===== src/hw/rtl/karplus_strong_string_synth_assert.svh =====
// Assertion macros shared by the string synthesizer RTL.
`ifndef KARPLUS_STRONG_STRING_SYNTH_ASSERT_SVH
`define KARPLUS_STRONG_STRING_SYNTH_ASSERT_SVH
// Same-cycle implication, sampled on clk and disabled while rst_n is low.
`define KSSS_ASSERT_NOW(name, ante, cons) \
  name: assert property (@(posedge clk) disable iff (!rst_n) (ante) |-> (cons)) \
    else $error("string synth check failed");
// Next-cycle implication, sampled on clk and disabled while rst_n is low.
`define KSSS_ASSERT_NEXT(name, ante, cons) \
  name: assert property (@(posedge clk) disable iff (!rst_n) (ante) |=> (cons)) \
    else $error("string synth check failed");
`endif


===== src/hw/rtl/ksss_pkg.sv =====
// Shared types, constants and helpers for the string synthesizer.
package ksss_pkg;

  // Operation codes carried in the input tuser.
  localparam logic [1:0] OP_LOAD  = 2'd0;
  localparam logic [1:0] OP_PLUCK = 2'd1;
  localparam logic [1:0] OP_TICK  = 2'd2;
  localparam logic [1:0] OP_STOP  = 2'd3;

  // Configuration register indexes.
  localparam logic CFG_RATE      = 1'b0;
  localparam logic CFG_NOISE_LEN = 1'b1;

  // Shared multiplier operand and product widths.
  localparam int MUL_A_W = 34;
  localparam int MUL_B_W = 18;
  localparam int MUL_P_W = MUL_A_W + MUL_B_W;

  // Period divider widths: the output rate shifted up by 20 over frequency.
  localparam int DIVIDEND_W = 38;
  localparam int DIVISOR_W  = 20;

  // Reciprocal of ten in Q0.19, exact for values below 2^18.
  localparam logic [MUL_B_W-1:0] RECIP_TEN = 18'd52429;

  typedef logic signed [MUL_P_W-1:0] prod_t;

  // Saturate a wide signed value to Q1.15.
  function automatic logic [15:0] sat16(input prod_t v);
    logic [15:0] r;
    if (v > prod_t'(32767)) r = 16'h7FFF;
    else if (v < -prod_t'(32768)) r = 16'h8000;
    else r = v[15:0];
    return r;
  endfunction

endpackage


===== src/hw/rtl/ksss_mul.sv =====
// Shared signed multiplier with a registered product.
module ksss_mul
  import ksss_pkg::*;
(
  input  logic                      clk,
  input  logic signed [MUL_A_W-1:0] a,
  input  logic signed [MUL_B_W-1:0] b,
  output prod_t                     p_r
);

  // One product per cycle, registered before any further use.
  always_ff @(posedge clk) begin
    p_r <= a * b;
  end

endmodule


===== config.mk =====
export PLATFORM = sky130hd
export DESIGN_NAME = ksss_mul
export DESIGN_NICKNAME = d
export VERILOG_FILES = /design/src/hw/rtl/karplus_strong_string_synth_assert.svh /design/src/hw/rtl/ksss_pkg.sv /design/src/hw/rtl/ksss_mul.sv
export SDC_FILE = /design/constraint.sdc
export NUM_CORES = 2
export LEC_CHECK = 0
export BUFFER_PORTS_ARGS = -buffer_cell sky130_fd_sc_hd__buf_4
export CAP_MARGIN = 30
export CORE_ASPECT_RATIO = 1.25
export CORE_MARGIN = 5
export CORE_UTILIZATION = 30
export CTS_CLUSTER_SIZE = 28
export DETAILED_ROUTE_END_ITERATION = 10
export PLACE_DENSITY = 0.56
export SETUP_SLACK_MARGIN = 0.2
export SYNTH_ARGS = -nofsm -noshare
export SYNTH_HDL_FRONTEND = slang
export SYNTH_SLANG_ARGS = --single-unit

===== constraint.sdc =====
create_clock -name clk -period 7.4 [get_ports clk]
set_input_delay 0.37 -clock clk [delete_from_list [all_inputs] [get_ports clk]]
set_output_delay 0.37 -clock clk [all_outputs]
set_load 0.005 [all_outputs]

==> impl_metrics.py <==
metrics = {
    "synthesis": {
        "ys.flop_type": "dfxtp_1",
        "yosysUniqueCellTypes": 55,
        "synth_fp_nets": 3193,
        "synth_seq_cells": 52,
        "syn-mean-instance-area_sq_um": 9.09,
        "synth_seq_area_share_pct": 4.71,
        "yosys_warnings": 0,
        "syn_inst": 2430,
        "synth-edff-count": 0,
        "synth.cell_area_sq_mm": 0.0221,
        "postSynth.asyncResetShare_pct": 0,
    },
    "cells_and_area": {
        "finish.instance_area_sq_mm": 0.0239,
        "reg_top3": "p_r: 52 flops",
        "regMostFlops": "p_r",
        "areaGrowthSynthToFinish_pct": 8.38,
        "fin_nets": 3211,
        "n_fill_cell": 7693,
        "multi_input_area_sq_mm": 0.0181,
        "seq_area_sq_mm": 0.00104,
        "drive_above_1_share_pct": 6.25,
        "largest_reg_flops": 52,
    },
    "timing": {
        "period_needed_ns": 6.83,
        "worst_pin_slew_ns": 0.922,
        "finalSetupViolCount": 0,
        "slew_headroom_pct": 38.0,
        "drv_slew": 0,
        "max_freq_ghz": 0.146,
        "finalCritPeriodShare_pct": 92.3,
        "rsz0062_at_grt": "no",
        "final_hold_viol_count": 0,
    },
    "drt": {
        "ant_nets": 0,
        "drt-total-wl_um": 61600,
        "vias": 15700,
        "via_per_inst": 4.60,
        "drc": 0,
        "wire_per_inst_um": 18.1,
        "drtPass1Iterations": 5,
        "initialDrtViolationCount": 751,
    },
    "hold_path": {
        "min_path_cells": 2,
        "hp-class": "in -> reg",
        "holdPathEnd": "p_r[0]$_DFF_P_",
        "worstHoldStart": "a[0]",
    },
    "place": {
        "placed_area_sq_mm": 0.0238,
        "io_buffers": 104,
        "hpwlAfterDp_um": 50900,
        "place.gp.congestion": 0.838,
    },
    "floorplan": {
        "initial_core_util_pct": 30.2,
        "num_rows": 111,
        "die_w_um": 253,
        "num_io_pins": 105,
        "die_y_um": 313,
        "dieArea_sq_mm": 0.0792,
        "core_area_sq_mm": 0.0732,
    },
    "global_route": {
        "grt.total_usage_pct": 16.3,
        "grt_max_degree": 35,
        "overflow": 0,
        "grt_pass1_vias": 17600,
        "antenna_found_initial": 2,
        "grt_pass1_wl_um": 101000,
    },
    "worst_setup_path": {
        "start_kind": "input pin",
        "worst_ep_required_time_ns": 7.65,
        "cp-end-kind": "flop",
        "arrival_ns": 7.09,
        "cp_max_fo": 34,
        "path_class": "in -> reg",
    },
    "clock_network": {
        "post_cts_buffers": 0,
        "cts_tree": "yes",
        "htree_levels": 2,
        "cts.path.max_buffers": 2,
        "cts-root-buf": "clkbuf_16",
        "clk_pin_slew_worst_paths_ns": 0.09,
        "cts_resized": 0,
        "cts_buffers": 5,
        "clock_sinks": 52,
        "cts_hold_buf": 0,
    },
    "run": {
        "drv_cap": 0,
    },
    "status": {
        "outcome": "completed",
    },
}
[cells in the mapped netlist (2+ instances only)]
master     number  area share [%]
nor2_1         40            0.68
nand2_1       360             6.1
o21ai_0        21            0.48
a211oi_1        3            0.10
nand2b_1        8            0.23
o31ai_1         4            0.14
and3_1          8            0.23
and2_1        240             6.8
xnor2_1        40             1.6
a21o_2          3            0.12
xor2_1         15            0.59
or3_1           2           0.057
clkbuf_1      108             1.8
o211ai_1        2           0.068
a21oi_1        37            0.84
o41ai_1         2           0.079
ha_1          125             7.1
nor3_1          6            0.14
a31oi_1         7            0.20
a21o_1         31             1.1
and4_1          2           0.079
nand4_1         9            0.25
o21ai_1         3           0.068
o21a_1          3            0.10
o21bai_1        7            0.24
inv_1         661              11
fa_1          585              53
and3_2          2           0.068
nand3_1         4           0.091
a21boi_0        2           0.068
o2111ai_2       2            0.14
dfxtp_1        52             4.7
nor2b_1        10            0.28
a21oi_2         5            0.20
[worst max-delay path by stage]
stage / to / start / slack (ns) / cells past startpoint
6_report: p_r[34]$_DFF_P_ / b[4] / 0.57 / 23
5_1_grt: p_r[48]$_DFF_P_ / b[0] / 0.21 / 19
4_1_cts: p_r[50]$_DFF_P_ / b[0] / 0.46 / 19
3_5_place_dp: p_r[50]$_DFF_P_ / b[0] / 0.13 / 19
3_3_place_gp: p_r[50]$_DFF_P_ / b[0] / -0.01 / 19
2_1_floorplan: p_r[50]$_DFF_P_ / a[24] / 1.24 / 23
[cell usage in the layout, fill, tap and decap left out, types with 6 or more instances in the layout]
master,count
a21o_1,31
a21oi_1,37
a31oi_1,7
and2_1,240
and3_1,8
buf_4,122
dfxtp_1,52
fa_1,585
ha_1,125
inv_1,661
nand2_1,360
nand2b_1,8
nand4_1,9
nor2_1,40
nor2b_1,10
nor3_1,6
o21ai_0,21
o21bai_1,7
xnor2_1,40
xor2_1,15
[metal layers]
layer	track usage (%)	vias up	wire length [um]
met2	29.8	363	32900
li1	-	6941	-
met1	19.9	8282	23600
met3	2.40	89	2960
met5	0	-	0
met4	4.97	0	2150
[cells by family (layout without fill, tap and decap cells)]
family | after synthesis | in the layout | share of synthesized area, %
flops | 52 | 52 | 4.71
compound gates | 145 | 145 | 4.64
other cells | 0 | 1 | 0
buf+inv | 772 | 791 | 13.2
simple gates | 696 | 696 | 15.2
fa+ha+maj | 710 | 710 | 60.1
xor+xnor | 55 | 55 | 2.18
[area by class of cell]
type / count / share of cell area [%]
multi-input combinational: 1606 / 75.8
clock inverter: 3 / 0.115
tap: 960 / 5.02
inverter: 661 / 10.4
clock buffer: 5 / 0.523
antenna: 1 / 0.0105
sequential: 52 / 4.35
timing repair buffer: 122 / 3.83
[per-stage QoR]
step	cells	TNS [ns]	setup WS [ns]	hold WS (ns)	utilization, %
floorplan	2430	0	1.24	0.492	-
global placement	3401	-0.0192	-0.0146	0.750	32.5
detailed placement	3401	0	0.130	0.754	32.5
CTS	3409	0	0.461	0.477	32.7
global route	3410	0	0.205	0.488	32.7
finish	3410	0	0.567	0.498	32.7
[worst max-delay path, stage by stage]
cell	delay, ns
buf_4	0.23
and2_1	0.22
fa_1	0.50
inv_1	0.06
fa_1	0.53
inv_1	0.05
fa_1	0.49
fa_1	0.52
fa_1	0.52
inv_1	0.05
fa_1	0.47
inv_1	0.04
ha_1	0.34
and2_4	0.18
nand4_1	0.11
a21oi_2	0.28
o2111ai_2	0.25
nand2_1	0.22
a31oi_1	0.11
buf_4	0.19
o31ai_1	0.75
a21boi_0	0.26
xnor2_1	0.29
Power is left out: the tool's default activity adds up to more than one toggle a clock period on the data nets, which glitch-free logic cannot reach.
