==> config.mk <==
export PLATFORM = sky130hd
export DESIGN_NAME = ksss_div
export DESIGN_NICKNAME = d
export VERILOG_FILES = /design/src/hw/rtl/karplus_strong_string_synth_assert.svh /design/src/hw/rtl/ksss_pkg.sv /design/src/hw/rtl/ksss_div.sv
export SDC_FILE = /design/constraint.sdc
export NUM_CORES = 1
export LEC_CHECK = 0
export ABC_AREA = 1
export BUFFER_PORTS_ARGS = -buffer_cell sky130_fd_sc_hd__clkbuf_2
export CORE_UTILIZATION = 40
export DETAILED_ROUTE_END_ITERATION = 8
export HOLD_SLACK_MARGIN = 0.1
export PLACE_DENSITY = 0.69
export SETUP_SLACK_MARGIN = 0.4
export SLEW_MARGIN = 20
export SYNTH_ARGS = -nofsm -noshare
export SYNTH_HDL_FRONTEND = slang
export SYNTH_SLANG_ARGS = --single-unit
==> constraint.sdc <==
create_clock -name clk -period 3.5 [get_ports clk]
set_clock_uncertainty 0.2 [all_clocks]
set_input_delay 0.175 -clock clk [delete_from_list [all_inputs] [get_ports clk]]
set_output_delay 0.175 -clock clk [all_outputs]
set_load 0.1 [all_outputs]
==> src/hw/rtl/karplus_strong_string_synth_assert.svh <==
// Assertion macros shared by the string synthesizer RTL.
`ifndef KARPLUS_STRONG_STRING_SYNTH_ASSERT_SVH
`define KARPLUS_STRONG_STRING_SYNTH_ASSERT_SVH
// Same-cycle implication, sampled on clk and disabled while rst_n is low.
`define KSSS_ASSERT_NOW(name, ante, cons) \
  name: assert property (@(posedge clk) disable iff (!rst_n) (ante) |-> (cons)) \
    else $error("string synth check failed");
// Next-cycle implication, sampled on clk and disabled while rst_n is low.
`define KSSS_ASSERT_NEXT(name, ante, cons) \
  name: assert property (@(posedge clk) disable iff (!rst_n) (ante) |=> (cons)) \
    else $error("string synth check failed");
`endif

==> src/hw/rtl/ksss_pkg.sv <==
// Shared types, constants and helpers for the string synthesizer.
package ksss_pkg;

  // Operation codes carried in the input tuser.
  localparam logic [1:0] OP_LOAD  = 2'd0;
  localparam logic [1:0] OP_PLUCK = 2'd1;
  localparam logic [1:0] OP_TICK  = 2'd2;
  localparam logic [1:0] OP_STOP  = 2'd3;

  // Configuration register indexes.
  localparam logic CFG_RATE      = 1'b0;
  localparam logic CFG_NOISE_LEN = 1'b1;

  // Shared multiplier operand and product widths.
  localparam int MUL_A_W = 34;
  localparam int MUL_B_W = 18;
  localparam int MUL_P_W = MUL_A_W + MUL_B_W;

  // Period divider widths: the output rate shifted up by 20 over frequency.
  localparam int DIVIDEND_W = 38;
  localparam int DIVISOR_W  = 20;

  // Reciprocal of ten in Q0.19, exact for values below 2^18.
  localparam logic [MUL_B_W-1:0] RECIP_TEN = 18'd52429;

  typedef logic signed [MUL_P_W-1:0] prod_t;

  // Saturate a wide signed value to Q1.15.
  function automatic logic [15:0] sat16(input prod_t v);
    logic [15:0] r;
    if (v > prod_t'(32767)) r = 16'h7FFF;
    else if (v < -prod_t'(32768)) r = 16'h8000;
    else r = v[15:0];
    return r;
  endfunction

endpackage

==> src/hw/rtl/ksss_div.sv <==
// Bit-serial restoring divider for the string period.
module ksss_div
  import ksss_pkg::*;
(
  input  logic                  clk,
  input  logic                  rst_n,
  input  logic                  start,
  input  logic [DIVIDEND_W-1:0] dividend,
  input  logic [DIVISOR_W-1:0]  divisor,
  output logic                  done_r,
  output logic [DIVIDEND_W-1:0] quo_r
);

  localparam int CW = $clog2(DIVIDEND_W + 1);

  logic [DIVISOR_W-1:0] rem_r;
  logic [DIVISOR_W-1:0] dvs_r;
  logic [CW-1:0]        cnt_r;
  logic                 busy_r;
  logic [DIVISOR_W:0]   trial;
  logic [DIVISOR_W:0]   diff;

  // Bring down one dividend bit and try to subtract the divisor.
  always_comb begin
    trial = {rem_r, quo_r[DIVIDEND_W-1]};
    diff  = trial - {1'b0, dvs_r};
  end

  always_ff @(posedge clk) begin
    if (!rst_n) begin
      busy_r <= 1'b0;
      done_r <= 1'b0;
      cnt_r  <= '0;
    end else begin
      done_r <= 1'b0;
      if (start) begin
        busy_r <= 1'b1;
        cnt_r  <= CW'(DIVIDEND_W);
        rem_r  <= '0;
        dvs_r  <= divisor;
        quo_r  <= dividend;
      end else if (busy_r) begin
        if (diff[DIVISOR_W]) begin
          rem_r <= trial[DIVISOR_W-1:0];
          quo_r <= {quo_r[DIVIDEND_W-2:0], 1'b0};
        end else begin
          rem_r <= diff[DIVISOR_W-1:0];
          quo_r <= {quo_r[DIVIDEND_W-2:0], 1'b1};
        end
        cnt_r <= cnt_r - CW'(1);
        if (cnt_r == CW'(1)) begin
          busy_r <= 1'b0;
          done_r <= 1'b1;
        end
      end
    end
  end

endmodule

==> impl_metrics.toml <==
[sta]
timing.setup.tns_ns = 0
grt_setup_unrepaired = "no"
slew_viol_final = 0
fin_ws_ns = 0.963
fin_crit_ns = 2.54
setup_viol = 0
slew_headroom_pct = 42.6
max_freq_mhz = 394
finalCritPeriodShare_pct = 72.5
finalHoldViolCount = 0
worst_slew_pin_slew_ns = 0.861

[clocking]
cts_tree = "done"
numCtsBuffers = 9
cts_resized = 0
cts_hold_buf = 59
htree_levels = 3
post_cts_buffers = 0
path_clk_slew_ns = 0.06
cts_buffer_depth = 2
clk_latency_ns = 0.35
root_buffer = "clkbuf_16"
cts_sinks = 86

[pwr]
vdd_drop_max_v = 0.000407
power_frac_clock_pct = 30.6
power.net_switching_mw = 1.08
p_int_mw = 2.07
power_frac_seq_pct = 40.2
switching_share_pct = 34.4
p_leak_nw = 3.28
power_density_nw_per_um2 = 479
p_comb_share_pct = 29.1

[global_routing]
met1_usage_pct = 24.3
gr-total-overflow = 0
grt_pass1_vias = 4483
use_met2_pct = 33.9
antenna_found_initial = 0
grtUsageTotal_pct = 19.9
grt_max_degree = 44
busiest_layer = "met2"
gr-usage-met3_pct = 5.90
grt_pass1_wl_microns = 20200

[die]
coreArea_sq_um = 12100
num_io_pins = 100
num_rows = 40
die_x_microns = 114
initial_core_util_pct = 41.4
dieArea_sq_um = 13000
die_h_microns = 114

[logic_synthesis]
netlist_instances = 637
avgSynthCellArea_sq_um = 7.88
synthesis.area_sq_um = 5020
syn_nets = 721
ys_ff_latch = 86
ys_seq_area_share_pct = 49.9
yosysWarnings = 0
synth_cell_types = 31

[finish]
finalNonFillerCells = 969
final_common_cell = "nand2_1"
antenna-diode-count = 0
drive_above_1_share_pct = 16.4
final_cell_mix = "nand2_1, clkbuf_2, inv_1, edfxtp_1, nor2_1"
nets = 880
area_growth_pct = 31.1

[setup_path]
critical-path-top-delay-family = "simple AND/OR/NAND/NOR gates"
regToRegEndpoint = "rem_r[8]"
max_stage_delay_ns = 0.43
path_cells = "inv_1 > ha_1 > fa_1 > inv_1 > nand3_1 > nand3_1 > nand2_2 > nand3_2 > nand2_2 > nand2_4 > nand2_1 > nand2_1 > nor2_1"
required_ns = 3.40
reg2reg_depth = 13
worstPathArrival_ns = 2.44
cp_slowest_cell = "fa_1"
cp-end-kind = "flip-flop"
critical_path.max_fanout = 24
r2r_start = "quo_r[37]"
path_class = "flip-flop to flip-flop"
worst-path-buf-inv = 2
cp-start-kind = "flip-flop"
cp.depth = 13
reg2reg_setup_slack_ns = 0.96

[min_path]
hp-start = "start"
holdPathStages = 3
hold_class = "input port to flip-flop"
hold_end = "cnt_r[2]"

[placement]
place_inst = 894
detailed_place_hpwl_microns = 8140
routabilityCongestion = 0.887
portBuffers = 99
place_ws_ns = 0.979

[status]
status = "completed"

[drt]
wl_per_cell_microns = 12.3
first_pass_iters = 4
vias_per_cell = 4.54
wl_microns = 11900
ant_nets = 0
drt_iter0_markers = 238
num_vias = 4398
drc = 0

[run]
max_cap_viol_count = 0
[worst register-to-register path: cells and delay by family, from the launching register on]
family	cells	cell delay, ns
AND/OR/NAND/NOR	9	0.92
adder cells (fa/ha/maj)	2	0.65
flip-flops	1	0.36
buffers and inverters	2	0.15
[sequential cells by signal, indices dropped and copies added, names as in the netlist]
name and flops:
dvs_r 20, rem_r 20, cnt_r 6, busy_r 1
quo_r 38, done_r 1
[synth_stat cells (all sizes together)]
cell type	instances	area, sq um
a21oi	17	88.8
a221oi	1	8.76
and2	1	6.26
buf	4	38.8
clkbuf	10	37.5
clkinv	1	3.75
dfxtp	8	160
edfxtp	78	2340
fa	1	20.0
ha	22	275
inv	87	327
nand2	274	1050
nand3	17	90.1
nand3b	6	45.0
nand4	6	43.8
nor2	77	297
nor3	9	45.0
nor4	1	6.26
o21a	1	7.51
o21ai	3	15.0
o21bai	2	15.0
o31ai	1	7.51
xnor2	4	35.0
xor2	6	52.6
[stage by stage]
stage | instance area, sq um | hold slack (ns) | util [%] | power, mW
5_1_grt | 6580 | 0.313 | 54.3 | 3.34
6_report | 6580 | 0.262 | 54.3 | 3.15
3_3_place_gp | 5700 | 0.153 | 47.0 | 2.14
3_5_place_dp | 5700 | 0.154 | 47.0 | 2.15
2_1_floorplan | 5020 | 0.0726 | - | 1.98
4_1_cts | 6580 | 0.236 | 54.3 | 3.18
[worst max-delay path by stage]
stage | from | endpoint
floorplan | quo_r[37] | rem_r[18]
global placement | quo_r[37] | rem_r[15]
detailed placement | quo_r[37] | rem_r[4]
CTS | quo_r[37] | rem_r[4]
global route | quo_r[37] | rem_r[11]
finish | quo_r[37] | rem_r[8]
[kinds of logic (layout without fill, tap and decap cells)]
family,Yosys count,in the layout,synth area share [%]
fa+ha+maj,23,23,5.88
compound gates,25,25,2.84
flops,86,86,49.9
buf+inv,102,266,8.10
xor+xnor,10,10,1.75
simple gates,391,391,31.6
[power by group through the flow]
stage	logic, mW	registers, mW	clock network (mW)
CTS	0.918	1.27	0.999
global placement	0.856	1.29	0
global route	1.03	1.28	1.04
floorplan	0.495	1.49	0
finish	0.918	1.27	0.965
detailed placement	0.863	1.29	0
[per-layer routing]
metal / up-vias / routed length, microns
met5: - / 0
li1: 2315 / -
met2: 121 / 5550
met1: 1946 / 5500
met3: 16 / 666
met4: 0 / 211
[cell type report]
type	count	area (sq um)
well taps	168	210
clock buffers	11	233
flip-flops and latches	86	2500
clock inverters	5	58.8
fillers	1170	5530
repair buffers	162	1130
multi-input cells	449	2120
inverters	88	330
(Power assumes the default switching activity.)
